**src/hdl/gphid_pkg.sv**
```systemverilog
package gphid_pkg;

  localparam int QUEUE_DEPTH = 2;

  localparam logic [7:0] MODE_ID_DIGITAL  = 8'h41;
  localparam logic [7:0] MODE_ID_ANALOG_A = 8'h79;
  localparam logic [7:0] MODE_ID_ANALOG_B = 8'h73;
  localparam logic [7:0] MODE_ID_NONE     = 8'hFF;

  localparam logic [1:0] CLS_DIGITAL = 2'd0;
  localparam logic [1:0] CLS_ANALOG  = 2'd1;
  localparam logic [1:0] CLS_NONE    = 2'd2;
  localparam logic [1:0] CLS_OTHER   = 2'd3;

  localparam logic [7:0] KIND_DIGITAL   = 8'd1;
  localparam logic [7:0] KIND_RESET     = 8'd3;
  localparam logic [7:0] KIND_UNPLUGGED = 8'd4;

  localparam logic [4:0] LIMIT_RESET    = 5'd20;
  localparam logic [4:0] SLOT_ONE_RESET = 5'd16;
  localparam logic [4:0] SLOT_TWO_RESET = 5'd15;
  localparam logic [4:0] SLOT_BASE      = 5'd5;

  localparam logic [7:0] AXIS_CENTER = 8'h80;
  localparam logic [7:0] AXIS_LOW    = 8'h00;
  localparam logic [7:0] AXIS_HIGH   = 8'hFF;
  localparam logic [7:0] START_FLAG  = 8'h20;

  localparam int HELD_COUNT = 16;

  typedef struct packed {
    logic         op;
    logic [1:0]   cls;
    logic [7:0]   b1;
    logic [7:0]   b2_dig;
    logic [7:0]   b2_ana;
    logic [7:0]   lx_dig;
    logic [7:0]   ly_dig;
    logic         combo_one;
    logic         combo_two;
    logic         pick_ok;
    logic [4:0]   pick;
    logic [127:0] bytes;
    logic [7:0]   status;
  } entry_t;

endpackage

```
**src/hdl/gphid_front.sv**
```systemverilog
module gphid_front (
  input  logic [159:0]      in_tdata,
  input  logic              in_tuser,
  output gphid_pkg::entry_t entry
);

  logic [7:0] mode_id;
  logic [7:0] n_low;
  logic [7:0] n_high;

  assign mode_id = in_tdata[7:0];
  assign n_low   = ~in_tdata[15:8];
  assign n_high  = ~in_tdata[23:16];

  always_comb begin
    entry = '0;
    entry.op = in_tuser;

    unique case (mode_id)
      gphid_pkg::MODE_ID_DIGITAL:  entry.cls = gphid_pkg::CLS_DIGITAL;
      gphid_pkg::MODE_ID_ANALOG_A: entry.cls = gphid_pkg::CLS_ANALOG;
      gphid_pkg::MODE_ID_ANALOG_B: entry.cls = gphid_pkg::CLS_ANALOG;
      gphid_pkg::MODE_ID_NONE:     entry.cls = gphid_pkg::CLS_NONE;
      default:                     entry.cls = gphid_pkg::CLS_OTHER;
    endcase

    entry.b1 = {n_high[1], n_high[3], n_low[3], n_low[0],
                n_high[5], n_high[4], n_high[6], n_high[7]};
    entry.b2_dig = {6'b0, n_high[0], n_high[2]};
    entry.b2_ana = {n_low[2], n_low[1], n_low[5], n_low[7],
                    n_low[6], n_low[4], n_high[0], n_high[2]};

    entry.ly_dig = n_low[6] ? gphid_pkg::AXIS_HIGH :
                   (n_low[4] ? gphid_pkg::AXIS_LOW : gphid_pkg::AXIS_CENTER);
    entry.lx_dig = n_low[5] ? gphid_pkg::AXIS_HIGH :
                   (n_low[7] ? gphid_pkg::AXIS_LOW : gphid_pkg::AXIS_CENTER);

    entry.combo_one = n_low[0] & n_low[1] & n_low[3];
    entry.combo_two = n_low[0] & n_low[2] & n_low[3];

    entry.pick_ok = 1'b1;
    if (n_high != 8'h00) begin
      unique case (n_high)
        8'h01:   entry.pick = 5'd19;
        8'h02:   entry.pick = 5'd20;
        8'h04:   entry.pick = 5'd17;
        8'h08:   entry.pick = 5'd18;
        8'h10:   entry.pick = 5'd13;
        8'h20:   entry.pick = 5'd14;
        8'h40:   entry.pick = 5'd15;
        8'h80:   entry.pick = 5'd16;
        default: entry.pick_ok = 1'b0;
      endcase
    end else begin
      unique case (n_low[7:4])
        4'h1:    entry.pick = 5'd11;
        4'h2:    entry.pick = 5'd9;
        4'h4:    entry.pick = 5'd12;
        4'h8:    entry.pick = 5'd10;
        default: entry.pick_ok = 1'b0;
      endcase
    end

    entry.bytes  = in_tdata[151:24];
    entry.status = in_tdata[159:152];
  end

endmodule

```
**src/hdl/gphid_queue.sv**
```systemverilog
module gphid_queue #(
  parameter int DEPTH = gphid_pkg::QUEUE_DEPTH
) (
  input  logic              clk,
  input  logic              rst_n,
  input  logic              push_valid,
  output logic              push_ready,
  input  gphid_pkg::entry_t push_data,
  output logic              pop_valid,
  input  logic              pop_ready,
  output gphid_pkg::entry_t pop_data
);

  localparam int PTR_W = (DEPTH > 1) ? $clog2(DEPTH) : 1;
  localparam int CNT_W = $clog2(DEPTH + 1);
  localparam logic [PTR_W-1:0] PTR_LAST = PTR_W'(DEPTH - 1);
  localparam logic [CNT_W-1:0] CNT_FULL = CNT_W'(DEPTH);

  gphid_pkg::entry_t slots_r [DEPTH];
  logic [PTR_W-1:0]  wr_ptr_r, wr_ptr_nxt;
  logic [PTR_W-1:0]  rd_ptr_r, rd_ptr_nxt;
  logic [CNT_W-1:0]  cnt_r, cnt_nxt;
  logic              push;
  logic              pop;

  assign push_ready = (cnt_r != CNT_FULL);
  assign pop_valid  = (cnt_r != '0);
  assign pop_data   = slots_r[rd_ptr_r];
  assign push       = push_valid && push_ready;
  assign pop        = pop_valid && pop_ready;

  always_comb begin
    wr_ptr_nxt = wr_ptr_r;
    rd_ptr_nxt = rd_ptr_r;
    if (push) begin
      wr_ptr_nxt = (wr_ptr_r == PTR_LAST) ? '0 : wr_ptr_r + 1'b1;
    end
    if (pop) begin
      rd_ptr_nxt = (rd_ptr_r == PTR_LAST) ? '0 : rd_ptr_r + 1'b1;
    end
    case ({push, pop})
      2'b10:   cnt_nxt = cnt_r + 1'b1;
      2'b01:   cnt_nxt = cnt_r - 1'b1;
      default: cnt_nxt = cnt_r;
    endcase
  end

  always_ff @(posedge clk) begin
    if (!rst_n) begin
      wr_ptr_r <= '0;
      rd_ptr_r <= '0;
      cnt_r    <= '0;
    end else begin
      wr_ptr_r <= wr_ptr_nxt;
      rd_ptr_r <= rd_ptr_nxt;
      cnt_r    <= cnt_nxt;
    end
  end

  always_ff @(posedge clk) begin
    if (push) begin
      slots_r[wr_ptr_r] <= push_data;
    end
  end

endmodule

```
**src/hdl/gphid_back.sv**
```systemverilog
module gphid_back (
  input  logic              clk,
  input  logic              rst_n,
  input  logic              q_valid,
  output logic              q_ready,
  input  gphid_pkg::entry_t q_data,
  input  logic              cfg_valid,
  input  logic [4:0]        cfg_data,
  output logic              out_tvalid,
  input  logic              out_tready,
  output logic [63:0]       out_tdata,
  output logic              out_tuser
);

  logic [4:0]  limit_r;
  logic [7:0]  kind_r, kind_nxt;
  logic        sp_r, sp_nxt;
  logic [4:0]  tries_r, tries_nxt;
  logic [4:0]  slot1_r, slot1_nxt;
  logic [4:0]  slot2_r, slot2_nxt;
  logic [7:0]  hb_r [gphid_pkg::HELD_COUNT];
  logic [7:0]  hb_nxt [gphid_pkg::HELD_COUNT];
  logic [63:0] rep_r, rep_nxt;
  logic        out_valid_r, out_valid_nxt;
  logic [63:0] out_data_r;
  logic        out_user_r;

  logic        pop;
  logic        emit;
  logic        run;
  logic        under_lim;
  logic        sp_mid;
  logic        sp_after;
  logic        digital;
  logic [4:0]  s1_off;
  logic [4:0]  s2_off;
  logic [7:0]  lx, ly, p1, p2, b2;

  assign q_ready    = q_data.op || !out_valid_r || out_tready;
  assign pop        = q_valid && q_ready;
  assign emit       = pop && !q_data.op;
  assign under_lim  = (tries_r < limit_r);
  assign out_tvalid = out_valid_r;
  assign out_tdata  = out_data_r;
  assign out_tuser  = out_user_r;

  always_comb begin
    kind_nxt  = kind_r;
    sp_nxt    = sp_r;
    tries_nxt = tries_r;
    slot1_nxt = slot1_r;
    slot2_nxt = slot2_r;
    rep_nxt   = rep_r;
    hb_nxt    = hb_r;
    run       = 1'b0;
    sp_mid    = sp_r;
    sp_after  = sp_r;
    digital   = 1'b0;
    s1_off    = '0;
    s2_off    = '0;
    lx        = '0;
    ly        = '0;
    p1        = '0;
    p2        = '0;
    b2        = '0;

    if (pop) begin
      if (q_data.op) begin
        kind_nxt = ((q_data.status == gphid_pkg::MODE_ID_NONE) && under_lim) ?
                   gphid_pkg::KIND_UNPLUGGED : q_data.status;
      end else if (kind_r == gphid_pkg::KIND_UNPLUGGED) begin
        rep_nxt[55:48] = gphid_pkg::START_FLAG;
        sp_nxt = 1'b1;
        run    = 1'b1;
      end else begin
        unique case (q_data.cls)
          gphid_pkg::CLS_DIGITAL: begin
            kind_nxt  = gphid_pkg::KIND_DIGITAL;
            hb_nxt[0] = 8'd1;
            hb_nxt[1] = 8'd1;
          end
          gphid_pkg::CLS_ANALOG: begin
            sp_mid = sp_r | (kind_r == gphid_pkg::KIND_DIGITAL);
            for (int k = 0; k < gphid_pkg::HELD_COUNT; k++) begin
              hb_nxt[k] = q_data.bytes[8*k +: 8];
            end
          end
          gphid_pkg::CLS_NONE: begin
            if (under_lim) begin
              kind_nxt  = gphid_pkg::KIND_UNPLUGGED;
              tries_nxt = tries_r + 1'b1;
            end
          end
          default: begin
          end
        endcase

        if ((q_data.cls != gphid_pkg::CLS_NONE) && sp_mid) begin
          sp_after = 1'b0;
          run      = 1'b1;
        end else begin
          sp_after = sp_mid;
        end
        sp_nxt = sp_after;

        if (!sp_after && q_data.combo_one && q_data.pick_ok) begin
          slot1_nxt = q_data.pick;
        end
        if (!sp_after && q_data.combo_two && q_data.pick_ok) begin
          slot2_nxt = q_data.pick;
        end

        s1_off  = slot1_nxt - gphid_pkg::SLOT_BASE;
        s2_off  = slot2_nxt - gphid_pkg::SLOT_BASE;
        digital = (({1'b0, hb_nxt[0]} + {1'b0, hb_nxt[1]}) == 9'd2);

        if (digital) begin
          lx = q_data.lx_dig;
          ly = q_data.ly_dig;
          p2 = '0;
          p1 = '0;
          b2 = q_data.b2_dig;
        end else begin
          lx = hb_nxt[2];
          ly = hb_nxt[3];
          p2 = hb_nxt[s2_off[3:0]];
          p1 = hb_nxt[s1_off[3:0]];
          b2 = q_data.b2_ana;
        end
        rep_nxt = {b2, q_data.b1, p1, p2, hb_nxt[1], hb_nxt[0], ly, lx};
      end
    end

    if (emit) begin
      out_valid_nxt = 1'b1;
    end else if (out_tready) begin
      out_valid_nxt = 1'b0;
    end else begin
      out_valid_nxt = out_valid_r;
    end
  end

  always_ff @(posedge clk) begin
    if (!rst_n) begin
      limit_r     <= gphid_pkg::LIMIT_RESET;
      kind_r      <= gphid_pkg::KIND_RESET;
      sp_r        <= 1'b1;
      tries_r     <= '0;
      slot1_r     <= gphid_pkg::SLOT_ONE_RESET;
      slot2_r     <= gphid_pkg::SLOT_TWO_RESET;
      rep_r       <= '0;
      out_valid_r <= 1'b0;
      for (int k = 0; k < gphid_pkg::HELD_COUNT; k++) begin
        hb_r[k] <= '0;
      end
    end else begin
      if (cfg_valid) begin
        limit_r <= cfg_data;
      end
      kind_r      <= kind_nxt;
      sp_r        <= sp_nxt;
      tries_r     <= tries_nxt;
      slot1_r     <= slot1_nxt;
      slot2_r     <= slot2_nxt;
      rep_r       <= rep_nxt;
      hb_r        <= hb_nxt;
      out_valid_r <= out_valid_nxt;
    end
  end

  always_ff @(posedge clk) begin
    if (emit) begin
      out_data_r <= rep_nxt;
      out_user_r <= run;
    end
  end

endmodule

```
**src/hdl/gamepad_poll_to_hid_report.sv**
```systemverilog
// Turns decoded game-pad poll frames into eight-byte reports.
// The input channel carries one poll frame or one start-up status reply per
// transfer, told apart by in_tuser. A poll frame yields one report on the
// output channel; a status reply only updates the controller kind.
// The configuration channel writes the unplug retry limit; the user must do so
// only while the block is idle, not enforced by the block. It never stalls.
// With the queue and the output register empty, an input transfer is written
// into a queue slot, then popped into the output register, raising out_tvalid.
// One item is taken per cycle while in_tready is high: the front end
// classifies in the transfer cycle, and the back end retires one queued item
// per cycle, limited only by its single output register.
// Reset empties the queue and the output register and resets all held state;
// the report, stick and pressure bytes start at zero and the limit at 20.
// When the receiver stalls, the report waits in the output register, the
// queue fills with up to two more items, and then in_tready drops.
module gamepad_poll_to_hid_report #(
  parameter int QUEUE_DEPTH = gphid_pkg::QUEUE_DEPTH
) (
  input  logic         clk,
  input  logic         rst_n,
  input  logic         in_tvalid,
  output logic         in_tready,
  // mode_id, buttons_low, buttons_high, right_x_in, right_y_in, left_x_in,
  // left_y_in, pressure_first, pressure_second, status_byte
  input  logic [159:0] in_tdata,
  // operation
  input  logic         in_tuser,
  output logic         out_tvalid,
  input  logic         out_tready,
  // left_x, left_y, right_x, right_y, pressure_two, pressure_one,
  // buttons_one, buttons_two
  output logic [63:0]  out_tdata,
  // run_startup
  output logic         out_tuser,
  input  logic         cfg_valid,
  output logic         cfg_ready,
  input  logic [4:0]   cfg_data
);

  gphid_pkg::entry_t front_entry;
  gphid_pkg::entry_t q_data;
  logic              q_valid;
  logic              q_ready;

  assign cfg_ready = 1'b1;

  gphid_front u_front (
    .in_tdata (in_tdata),
    .in_tuser (in_tuser),
    .entry    (front_entry)
  );

  gphid_queue #(
    .DEPTH (QUEUE_DEPTH)
  ) u_queue (
    .clk        (clk),
    .rst_n      (rst_n),
    .push_valid (in_tvalid),
    .push_ready (in_tready),
    .push_data  (front_entry),
    .pop_valid  (q_valid),
    .pop_ready  (q_ready),
    .pop_data   (q_data)
  );

  gphid_back u_back (
    .clk        (clk),
    .rst_n      (rst_n),
    .q_valid    (q_valid),
    .q_ready    (q_ready),
    .q_data     (q_data),
    .cfg_valid  (cfg_valid),
    .cfg_data   (cfg_data),
    .out_tvalid (out_tvalid),
    .out_tready (out_tready),
    .out_tdata  (out_tdata),
    .out_tuser  (out_tuser)
  );

endmodule

```
**config.mk**
```make
export PLATFORM = sky130hd
export DESIGN_NAME = gamepad_poll_to_hid_report
export DESIGN_NICKNAME = d
export VERILOG_FILES = /design/src/hdl/gphid_pkg.sv /design/src/hdl/gphid_front.sv /design/src/hdl/gphid_queue.sv /design/src/hdl/gphid_back.sv /design/src/hdl/gamepad_poll_to_hid_report.sv
export SDC_FILE = /design/constraint.sdc
export NUM_CORES = 1
export LEC_CHECK = 0
export BUFFER_PORTS_ARGS = -buffer_cell sky130_fd_sc_hd__buf_2
export CAP_MARGIN = 30
export CORE_ASPECT_RATIO = 1.4
export CORE_MARGIN = 3
export CORE_UTILIZATION = 30
export DETAILED_ROUTE_END_ITERATION = 6
export PLACE_DENSITY_LB_ADDON = 0.08
export RECOVER_POWER = 25
export SLEW_MARGIN = 20
export SYNTH_ARGS = -nofsm -noshare
export SYNTH_HDL_FRONTEND = slang
export SYNTH_SLANG_ARGS = --single-unit
```
**constraint.sdc**
```tcl
create_clock -name clk -period 18.6 [get_ports clk]
set_input_delay 0.93 -clock clk [delete_from_list [all_inputs] [get_ports clk]]
set_output_delay 0.93 -clock clk [all_outputs]
set_load 0.02 [all_outputs]
```
==> impl_metrics.csv, run 1 <==
group,metric,value,unit
placed_design,dp_cells,3513,
setup_path,crit_fanout,80,
timing,hold_violations,0,
placed_design,postPlaceCellArea,28840,sq um
setup_path,cp_data_arrival_time,6.64,ns
global_route,grt_busiest_layer,"met2",
global_route,grt_usage,16.30,%
clock_network,clk_path_buf_depth,3,
logic_synthesis,ys_warn_count,0,
clock_network,clock-root-buffer,"clkbuf_16",
logic_synthesis,yosys_most_used_dff,"edfxtp_1",
floorplanning,initial_core_util,30.33,%
power,cellPowerDensity,142.2,nW/um^2
clock_network,clock_sinks,618,
detailed_routing,vias_per_cell,4.872,
floorplanning,die_x,257.1,um
run_status,outcome,"finished clean",
global_route,grt_pass1_vias,17400,
timing,finalClockSkew,0.02039,ns
layout,mostFrequentLayoutCells,"nor2_1 (439), edfxtp_1 (393), a21oi_1 (277), dfxtp_1 (224), mux2i_1 (199)",
timing,fin_crit,6.311,ns
setup_path,crit_path_cell_trace,"nor3b_4 -> nor2_4 -> buf_4 -> buf_4 -> nor2_1 -> a21oi_1 -> inv_1 -> ha_1 -> and2_1 -> nor4b_1 -> nand4b_1 -> mux2i_1 -> nor2_1 -> nor3_4 -> buf_4 -> and3_1 -> nor3_1",
setup_path,cp_top_family,"simple AND/OR/NAND/NOR gates",
timing,worstMarginPinSlew,1.021,ns
timing,rsz0062_at_grt,"false",
clock_network,cts_setup_buffers,0,
logic_synthesis,synth_cell_types,68,
floorplanning,dieArea,91910,sq um
global_route,grt_max_degree,104,
floorplanning,pin_count,239,
placed_design,dp_hpwl,51740,um
logic_synthesis,async_flop_share,0,%
layout,fin_area,30990,sq um
detailed_routing,drtIter0Drc,931,
layout,layout_commonest_cell,"nor2_1",
global_route,use_met3,2.868,%
timing,setup_slack,12.29,ns
logic_synthesis,ys_ff_latch,618,
timing,relSlewSlack,31.95,%
clock_network,htreeDepth,3,
placed_design,place.port_buffers,237,
worst_hold_path,hp-class,"reg2reg",
setup_path,end_kind,"flop",
detailed_routing,ant_nets,0,
setup_path,cp.buffers_inverters,4,
global_route,gr-usage-met2,30.18,%
logic_synthesis,syn_inst,2227,
setup_path,crit_type,"reg2reg",
floorplanning,fp.dieH,357.5,um
clock_network,clk_pin_slew,0.06,ns
floorplanning,rows,128,
setup_path,startpoint_type,"flop",
detailed_routing,drc,0,
layout,final_cells,3643,
layout,fin_nets,2603,
setup_path,critPathMaxStageDelay,0.82,ns
clock_network,clk_latency,0.62,ns
setup_path,cpMaxStageDelayCell,"dfxtp_4",
setup_path,cpMostUsedCell,"buf_4",
global_route,grt_overflow_total,0,
logic_synthesis,synth-edff-count,393,
layout,area_delta_synth_final,17.03,%
global_route,grt_pass1_wl,112200,um
placed_design,dpl_worst_slack,12.22,ns
clock_network,ctsResizeCount,0,
timing,fin_setup_tns,0,ns
detailed_routing,wl,76820,um
power,power,4.406,mW
global_route,use_met1,19.17,%
timing,drv_slew,0,
floorplanning,core-area,87280,sq um
clock_network,cts_tree,"done",
logic_synthesis,synth_area_per_cell,11.89,sq um
flow_run,drv_cap,0,
power,ir_drop,0.07558,mV
placed_design,place_congestion,0.7988,
global_route,antenna_found_initial,4,
logic_synthesis,yosysSeqAreaShare,61.58,%
logic_synthesis,netlist_area,26480,sq um
timing,fmax,158.4,MHz
detailed_routing,avgRoutedWirePerCell,21.09,um
power,p_leak,10.80,nW
clock_network,ctsHoldBuffers,0,
timing,finalSetupViolations,0,
layout,drive_gt1_share,14.72,%
setup_path,worstPathRequired,18.93,ns
detailed_routing,first_pass_iters,5,
detailed_routing,num_vias,17750,
clock_network,cts_inserted_buffers,68,
logic_synthesis,syn_nets,2413,
timing,finalCritPeriodShare,33.93,%
## final timing paths
| check | slack [ns] | end | cells after the start | start |
|---|---|---|---|---|
| max | 12.29 | u_back.out_tdata[4]$_DFFE_PP_ | 17 | flop |
| min | 0.46 | u_back.hb_r[120]$_SDFFE_PN0P_ | 2 | u_back.hb_r[120]$_SDFFE_PN0P_ |
| max reg2reg | 12.29 | u_back.out_tdata[4]$_DFFE_PP_ | 17 | flop |
| min reg2reg | 0.46 | u_back.hb_r[120]$_SDFFE_PN0P_ | 2 | u_back.hb_r[120]$_SDFFE_PN0P_ |
## synth_stat cells, types with 3 or more instances
master / n / area share, %
nor4_1: 13 / 0.31
a211oi_1: 7 / 0.20
buf_2: 27 / 0.51
mux4_2: 64 / 5.4
nand2_1: 83 / 1.2
mux2_2: 6 / 0.26
a21o_1: 7 / 0.20
o21ai_1: 9 / 0.17
edfxtp_1: 393 / 45
a31oi_1: 5 / 0.12
o31ai_1: 32 / 0.91
ha_1: 15 / 0.71
o211ai_1: 6 / 0.17
xor2_1: 22 / 0.73
xnor2_1: 10 / 0.33
dfxtp_1: 225 / 17
nand4_1: 5 / 0.12
clkbuf_1: 100 / 1.4
inv_1: 33 / 0.47
nor3_1: 27 / 0.51
o21a_1: 4 / 0.11
nor2b_1: 3 / 0.071
or3_1: 4 / 0.094
a21oi_1: 277 / 5.2
o21ai_0: 45 / 0.85
nand3b_1: 3 / 0.085
nor2_1: 442 / 6.3
and3_1: 19 / 0.45
and2_1: 44 / 1.0
mux2i_1: 201 / 7.6
nand3_1: 20 / 0.38
buf_1: 14 / 0.20
buf_6: 3 / 0.13
nor4_2: 6 / 0.28
nand2b_1: 8 / 0.19
and4b_1: 3 / 0.11
## area by class of cell
type                       count  area, sq um
multi-input combinational   1428         9523
inverter                      35        137.6
clock inverter                34        289.0
sequential                   618        16310
timing repair buffer         266         1371
fill                        8684        56300
clock buffer                  91         1889
tap                         1170         1464
antenna                        1        2.502
## per-layer routing
metal,share of wire [%],routed length (um)
met5,0.036,28
met4,2.4,1814
met3,4.5,3436
met2,53,40470
met1,40,31070
## flip-flops by register name (all words and copies together), names as in the netlist, 4 cells and up, named ones only
name              cells
u_back.limit_r        5
u_back.hb_r         128
u_back.rep_r         64
u_back.tries_r        5
u_back.slot2_r        4
u_back.out_tdata     64
u_queue.slots_r     328
u_back.kind_r         8
u_back.slot1_r        4
## metrics by stage
step                      hold slack, ns  util (%)
after floorplan                   0.4367         -
after global placement            0.4511     33.00
after detailed placement          0.4511     33.04
after CTS                         0.4566     35.54
after global routing              0.4732     35.50
final                             0.4577     35.50
## worst reg2reg max path, delay by kind of cell, from the launching register on
kind	cells	cell delay [ns]
AO/OA/AOI/OAI	1	0.49
adder cells (fa/ha/maj)	1	0.25
buffers and inverters	4	1.84
AND/OR/NAND/NOR	10	2.45
multiplexers	1	0.17
flip-flops	1	0.82
## power breakdown
group          switching, mW  leakage (nW)  internal [mW]
clock network          0.561          1.07          0.773
logic                  0.838          4.22          0.426
registers             0.0977          5.50           1.71
total                   1.50          10.8           2.91
## cell families (layout without fill, tap and decap cells)
| family | count (synthesis) | count (layout) | share of synthesized area [%] |
|---|---|---|---|
| DFF | 618 | 618 | 61.58 |
| AOI/OAI and AO/OA | 419 | 419 | 9.036 |
| adders and majority gates | 15 | 15 | 0.7089 |
| buffers and inverters | 181 | 426 | 2.807 |
| and+or+nand+nor | 688 | 688 | 11.37 |
| xor gates and xnor gates | 33 | 33 | 1.120 |
| other | 1 | 2 | 0.01416 |
| muxes | 272 | 272 | 13.35 |
Power figures use the tool's default switching activity.
==> run 2: changes to the inputs <==
--- a/config.mk
+++ b/config.mk
@@ -5,6 +5,7 @@
 export SDC_FILE = /design/constraint.sdc
 export NUM_CORES = 1
 export LEC_CHECK = 0
+export ABC_AREA = 1
 export BUFFER_PORTS_ARGS = -buffer_cell sky130_fd_sc_hd__buf_2
 export CAP_MARGIN = 30
 export CORE_ASPECT_RATIO = 1.4
==> constraint.sdc (replaced) <==
create_clock -name clk -period 5.1 [get_ports clk]
set_input_delay 0.255 -clock clk [delete_from_list [all_inputs] [get_ports clk]]
set_output_delay 0.255 -clock clk [all_outputs]
set_load 0.02 [all_outputs]
==> impl_metrics.csv, run 2 <==
group,metric,value,unit
run_status,outcome,"finished clean",
logic_synthesis,synth-edff-count,393,
logic_synthesis,yosysSeqAreaShare,60.23,%
detailed_routing,drc,0,
clock_network,clock-root-buffer,"clkbuf_16",
power,cellPowerDensity,636.0,nW/um^2
layout,fin_area,33030,sq um
layout,fin_nets,3440,
global_route,grt_pass1_wl,137400,um
clock_network,cts_setup_buffers,0,
logic_synthesis,yosysMostFrequentCell,"nand2_1",
floorplanning,rows,129,
logic_synthesis,synth-compound-area-share,10.13,%
logic_synthesis,async_flop_share,0,%
setup_path,rr_worst_depth,17,
detailed_routing,num_vias,21650,
worst_hold_path,hp-class,"in2reg",
timing,worstMarginPinSlew,0.9877,ns
flow_run,drv_cap,0,
layout,largest_register_ffs,328,
detailed_routing,drtIter0Drc,1385,
setup_path,crit_path_cell_trace,"inv_6 -> nand2_2 -> nand2_4 -> nor2_4 -> nand2_4 -> nand3_4 -> inv_1 -> o21ai_1 -> ha_1 -> inv_1 -> buf_4 -> nand3_1 -> nand3_1 -> nand3_1 -> nand2_1 -> nand3b_1 -> nand2_1",
clock_network,ctsResizeCount,0,
layout,layout_commonest_cell,"nand2_1",
timing,drv_slew,0,
logic_synthesis,synth_cell_types,59,
logic_synthesis,ys_ff_latch,618,
logic_synthesis,synth_top_area_share,43.59,%
clock_network,clk_latency,0.63,ns
floorplanning,pin_count,239,
placed_design,dp_hpwl,61500,um
timing,fin_setup_tns,0,ns
timing,hold_violations,0,
setup_path,startpoint_type,"flop",
global_route,grt_overflow_total,0,
setup_path,cpMaxStageDelayCell,"dfxtp_4",
floorplanning,fp.dieH,361.4,um
timing,finalSetupViolations,0,
logic_synthesis,ys_warn_count,0,
setup_path,cpMostUsedCell,"nand3_1",
setup_path,cp_data_arrival_time,4.53,ns
logic_synthesis,synthAdderAreaFrac,0.6932,%
setup_path,cp_top_family,"simple AND/OR/NAND/NOR gates",
timing,finalCritPeriodShare,81.47,%
layout,multiInputGateArea,9427,sq um
layout,drive_gt1_share,10.37,%
power,ir_drop,0.5052,mV
timing,fin_crit,4.155,ns
logic_synthesis,netlist_area,27070,sq um
timing,finalClockSkew,0.02666,ns
timing,setup_slack,0.9451,ns
layout,antenna_cells,0,
placed_design,postPlaceCellArea,29280,sq um
layout,area_delta_synth_final,22.00,%
timing,relSlewSlack,33.84,%
clock_network,ctsHoldBuffers,167,
timing,fmax,240.7,MHz
setup_path,end_kind,"flop",
power,p_leak,12.59,nW
global_route,grt_max_degree,182,
logic_synthesis,synth_area_per_cell,9.269,sq um
logic_synthesis,synth_xor_area_share,0.2958,%
placed_design,dpl_worst_slack,0.9350,ns
setup_path,critPathMaxStageDelay,0.64,ns
placed_design,place_congestion,0.8131,
floorplanning,core-area,88930,sq um
setup_path,cp.buffers_inverters,4,
global_route,antenna_found_initial,1,
floorplanning,die_x,259.9,um
power,power,21.01,mW
clock_network,cts_inserted_buffers,67,
clock_network,cts_tree,"done",
clock_network,clock_sinks,618,
detailed_routing,first_pass_iters,5,
clock_network,clk_path_buf_depth,3,
logic_synthesis,yosysTopAreaCell,"edfxtp_1",
detailed_routing,wl,92440,um
placed_design,place.port_buffers,237,
logic_synthesis,synth_top_family_by_area,"simple AND/OR/NAND/NOR gates",
logic_synthesis,synth_simple_gate_area_share,22.95,%
setup_path,worstPathRequired,5.47,ns
layout,fin_util,37.14,%
timing,rsz0062_at_grt,"false",
layout,fill_cells,8939,
floorplanning,dieArea,93940,sq um
detailed_routing,vias_per_cell,4.823,
logic_synthesis,netlist_top_cells_area,"edfxtp_1 (44%), dfxtp_1 (17%), nand2_1 (13%)",
global_route,grt_usage,19.38,%
logic_synthesis,syn_nets,3107,
logic_synthesis,synthMuxAreaShare,0.6285,%
logic_synthesis,yosys_most_used_dff,"edfxtp_1",
layout,mostFrequentLayoutCells,"nand2_1 (907), edfxtp_1 (393), nor2_1 (275), dfxtp_1 (224), nand3_1 (186)",
logic_synthesis,syn_inst,2921,
clock_network,htreeDepth,3,
setup_path,cp.depth,17,
layout,register_area,16310,sq um
logic_synthesis,netlist_top_cells_count,"nand2_1 (907), edfxtp_1 (393), nor2_1 (277)",
setup_path,crit_fanout,29,
layout,reg.largest.list,"u_queue.slots_r (328), u_back.hb_r (128)",
global_route,grt_pass1_vias,21570,
floorplanning,initial_core_util,30.44,%
setup_path,crit_type,"reg2reg",
layout,largest-register,"u_queue.slots_r",
detailed_routing,avgRoutedWirePerCell,20.60,um
clock_network,clk_pin_slew,0.06,ns
worst_hold_path,min_path_cells,3,
detailed_routing,ant_nets,0,
[run 2: cell types whose count changed after synthesis, moves of 32 or more]
cell     previous run  this run
a21oi_1           277       181
a31oi_1             5        98
and2_1             44         2
buf_2              27        59
inv_1              33       116
mux2i_1           201        17
mux4_2             64         0
nand2_1            83       907
nand3_1            20       186
nor2_1            442       277
o21ai_0            45       122
[run 2: path summary, 6_finish.rpt]
kind / start / to / slack (ns)
worst min register to register: u_back.hb_r[71]$_SDFFE_PN0P_ / u_back.hb_r[71]$_SDFFE_PN0P_ / 0.45
worst min-delay path: in_tdata[2] / u_queue.slots_r[1][178]$_DFFE_PP_ / 0.12
worst max-delay path: flop / u_back.out_tdata[39]$_DFFE_PP_ / 0.95
worst max register to register: flop / u_back.out_tdata[39]$_DFFE_PP_ / 0.95
[run 2: worst reg2reg max path, delay by kind of cell, from the launching register on]
kind	cells	cell delay [ns]
AO/OA/AOI/OAI	1	0.25
adder cells (fa/ha/maj)	1	0.30
buffers and inverters	4	1.32
AND/OR/NAND/NOR	11	1.42
flip-flops	1	0.64
[run 2: cells by family (layout without fill, tap and decap cells)]
group                    Yosys count  in the layout
AO/OA/AOI/OAI                    478            478
XOR/XNOR                           4              4
adder cells (fa/ha/maj)           15             15
buffers and inverters            303            691
flip-flops                       618            618
multiplexers                      17             17
other                              1              1
AND/OR/NAND/NOR                 1485           1485
[run 2: through the flow]
stage / hold slack [ns] / instances
after floorplan: 0.3539 / 2921
after global placement: 0.4384 / 4196
after detailed placement: 0.4466 / 4197
after CTS: 0.09281 / 4488
after global routing: 0.1393 / 4488
final: 0.1205 / 4488
[run 2: final cells by class]
class	count	area share [%]
sequential	618	49.38
multi-input combinational	2000	28.54
timing repair buffer	439	9.361
clock buffer	97	5.853
tap	1179	4.466
inverter	128	1.523
clock inverter	27	0.8789
[run 2: routing by layer]
layer / GRT usage, % / share of wire (%) / wire, um
met2: 36.19 / 53 / 48770
met1: 22.87 / 41 / 38130
met5: 0 / 0 / 0
met4: 6.610 / 2.9 / 2684
met3: 2.051 / 3.1 / 2856
[run 2: report_power, final]
part	internal, mW	switching (mW)
clock network	2.91	2.04
logic	2.47	6.63
registers	6.54	0.431
total	11.9	9.10
==> run 3: changes to the inputs <==
==> constraint.sdc (replaced) <==
create_clock -name clk -period 3.8 [get_ports clk]
set_input_delay 0.19 -clock clk [delete_from_list [all_inputs] [get_ports clk]]
set_output_delay 0.19 -clock clk [all_outputs]
set_load 0.02 [all_outputs]
==> impl_metrics.csv, run 3 (synthesis results as in run 2) <==
group,metric,value,unit
run_status,outcome,"finished clean",
layout,fin_nets,3506,
detailed_routing,avgRoutedWirePerCell,20.21,um
detailed_routing,vias_per_cell,4.849,
setup_path,end_kind,"flop",
floorplanning,core-area,88930,sq um
layout,drive_gt1_share,11.98,%
timing,drv_slew,0,
global_route,grt_pass1_wl,137200,um
floorplanning,fp.dieH,361.4,um
floorplanning,rows,129,
timing,fmax,283.2,MHz
power,ir_drop,0.4904,mV
floorplanning,die_x,259.9,um
detailed_routing,drc,0,
timing,finalSetupViolations,0,
detailed_routing,dr_wl_met3,3956,um
worst_hold_path,hp-class,"in2reg",
clock_network,clk_pin_slew,0.06,ns
global_route,grt_usage,19.34,%
floorplanning,dieArea,93940,sq um
floorplanning,initial_core_util,30.44,%
clock_network,clock_sinks,618,
setup_path,reg2reg_to,"u_back.out_tdata[40]$_DFFE_PP_",
global_route,grt_overflow_total,0,
layout,fill_cells,8977,
global_route,antenna_found_initial,7,
layout,fin_area,33560,sq um
clock_network,cts_tree,"done",
detailed_routing,routed.top_layer,"met4",
setup_path,crit_path_cell_trace,"inv_6 -> buf_4 -> nand2_1 -> nand2_1 -> nand3_4 -> nand2_1 -> o21ai_4 -> ha_1 -> buf_4 -> o21ai_0 -> nor2_1 -> o21ai_0 -> nand2_1 -> a21oi_1 -> buf_4 -> nand2_1 -> nand2_1",
worst_hold_path,min_from,"in_tdata[5]",
timing,fin_crit,3.531,ns
layout,reg.largest.list,"u_queue.slots_r (328), u_back.hb_r (128)",
clock_network,clk_latency,0.62,ns
setup_path,rrSetupSlack,0.27,ns
timing,worstMarginPinSlew,1.131,ns
layout,largest_register_ffs,328,
timing,setup_slack,0.2695,ns
floorplanning,pin_count,239,
setup_path,crit_fanout,32,
layout,area_delta_synth_final,23.98,%
detailed_routing,drtIter0Drc,1425,
layout,layout_commonest_cell,"nand2_1",
detailed_routing,ant_nets,0,
timing,hold_violations,0,
worst_hold_path,min_to,"u_queue.slots_r[1][179]$_DFFE_PP_",
global_route,grt_max_degree,182,
layout,fin_util,37.74,%
clock_network,htreeDepth,3,
layout,register_area,16310,sq um
placed_design,postPlaceCellArea,29770,sq um
setup_path,cpMostUsedCell,"nand2_1",
timing,rsz0062_at_grt,"false",
placed_design,dpl_worst_slack,0.2058,ns
clock_network,clock-root-buffer,"clkbuf_16",
worst_hold_path,min_path_cells,4,
timing,relSlewSlack,24.60,%
detailed_routing,num_vias,22090,
layout,multiInputGateArea,9449,sq um
clock_network,clk_path_buf_depth,3,
setup_path,cp_top_family,"simple AND/OR/NAND/NOR gates",
setup_path,cp_data_arrival_time,3.90,ns
setup_path,cp.buffers_inverters,4,
layout,largest-register,"u_queue.slots_r",
setup_path,crit_type,"reg2reg",
detailed_routing,first_pass_iters,5,
detailed_routing,wl_met1,36980,um
setup_path,startpoint_type,"flop",
setup_path,cpMaxStageDelayCell,"buf_4",
timing,finalClockSkew,0.02582,ns
clock_network,cts_inserted_buffers,67,
detailed_routing,wl,92070,um
power,power,28.55,mW
setup_path,rr_worst_depth,17,
timing,finalCritPeriodShare,92.91,%
power,p_leak,12.92,nW
power,cellPowerDensity,850.6,nW/um^2
global_route,grt_pass1_vias,21560,
layout,mostFrequentLayoutCells,"nand2_1 (907), edfxtp_1 (393), nor2_1 (275), dfxtp_1 (224), nand3_1 (186)",
setup_path,worstPathRequired,4.17,ns
placed_design,dp_hpwl,62330,um
placed_design,place_congestion,0.8387,
placed_design,place.port_buffers,237,
flow_run,drv_cap,0,
setup_path,critPathMaxStageDelay,0.41,ns
timing,hold_slack,0.1538,ns
detailed_routing,wl_met2,48430,um
==> run 3: cell count changes in the layout (fill, tap and decap cells not counted), moves of 2 or more <==
cell and delta:
buf_12 +4, dlygate4sd3_1 +2, buf_2 -5, nand2_8 +2, clkbuf_1 -2, buf_4 +61, clkbuf_2 +2, clkbuf_8 -2
diode_2 +4
==> run 3: power breakdown <==
part | leakage (nW) | switching, mW | internal, mW
registers | 5.51 | 0.493 | 8.77
clock network | 1.07 | 2.72 | 3.86
logic | 6.35 | 8.97 | 3.73
==> run 3: timing repair <==
| item | in CTS | in global routing |
|---|---|---|
| resized for setup | 0 | 3 |
| hold buffers | 169 | 0 |
| endpoints found under the hold margin | 321 | 0 |
| setup buffers | 0 | 3 |
| setup endpoints to repair | 0 | 34 |
==> run 3: layout make-up <==
| class | instances | share of cell area [%] |
|---|---|---|
| inverters | 128 | 1.499 |
| clock inverters | 31 | 0.9468 |
| repair buffers | 505 | 10.83 |
| clock buffers | 90 | 5.558 |
| well taps | 1179 | 4.395 |
| diodes | 4 | 0.02982 |
| multi-input cells | 2000 | 28.15 |
| flip-flops and latches | 618 | 48.59 |
==> run 3: worst max path at each step <==
| stage | to | slack (ns) | cells after the start |
|---|---|---|---|
| 2_1_floorplan | u_queue.slots_r[1][0]$_DFFE_PP_ | -1.72 | 4 |
| 3_3_place_gp | u_back.out_tdata[32]$_DFFE_PP_ | 0.24 | 14 |
| 3_5_place_dp | u_back.out_tdata[4]$_DFFE_PP_ | 0.21 | 21 |
| 4_1_cts | u_back.out_tdata[4]$_DFFE_PP_ | 0.17 | 21 |
| 5_1_grt | u_back.out_tdata[4]$_DFFE_PP_ | 0.02 | 21 |
| 6_report | u_back.out_tdata[40]$_DFFE_PP_ | 0.27 | 17 |
==> run 3: worst reg2reg max path: stages, from the launching register on <==
cell and delay (ns):
dfxtp_4 0.37, inv_6 0.12, buf_4 0.30, nand2_1 0.10
nand2_1 0.17, nand3_4 0.16, nand2_1 0.15, o21ai_4 0.09
ha_1 0.32, buf_4 0.41, o21ai_0 0.22, nor2_1 0.32
o21ai_0 0.16, nand2_1 0.08, a21oi_1 0.06, buf_4 0.13
nand2_1 0.08, nand2_1 0.06
==> run 3: per-layer routing <==
metal / track usage [%] / vias up
met1: 22.92 / 10700
met2: 35.61 / 547
met4: 6.423 / 0
met5: 0 / -
li1: - / 10710
met3: 2.668 / 132
==> run 3: through the flow <==
step                setup TNS, ns  std cells
floorplan                 -563.05       2921
global placement                0       4258
detailed placement              0       4258
CTS                             0       4548
global route                    0       4554
finish                          0       4555
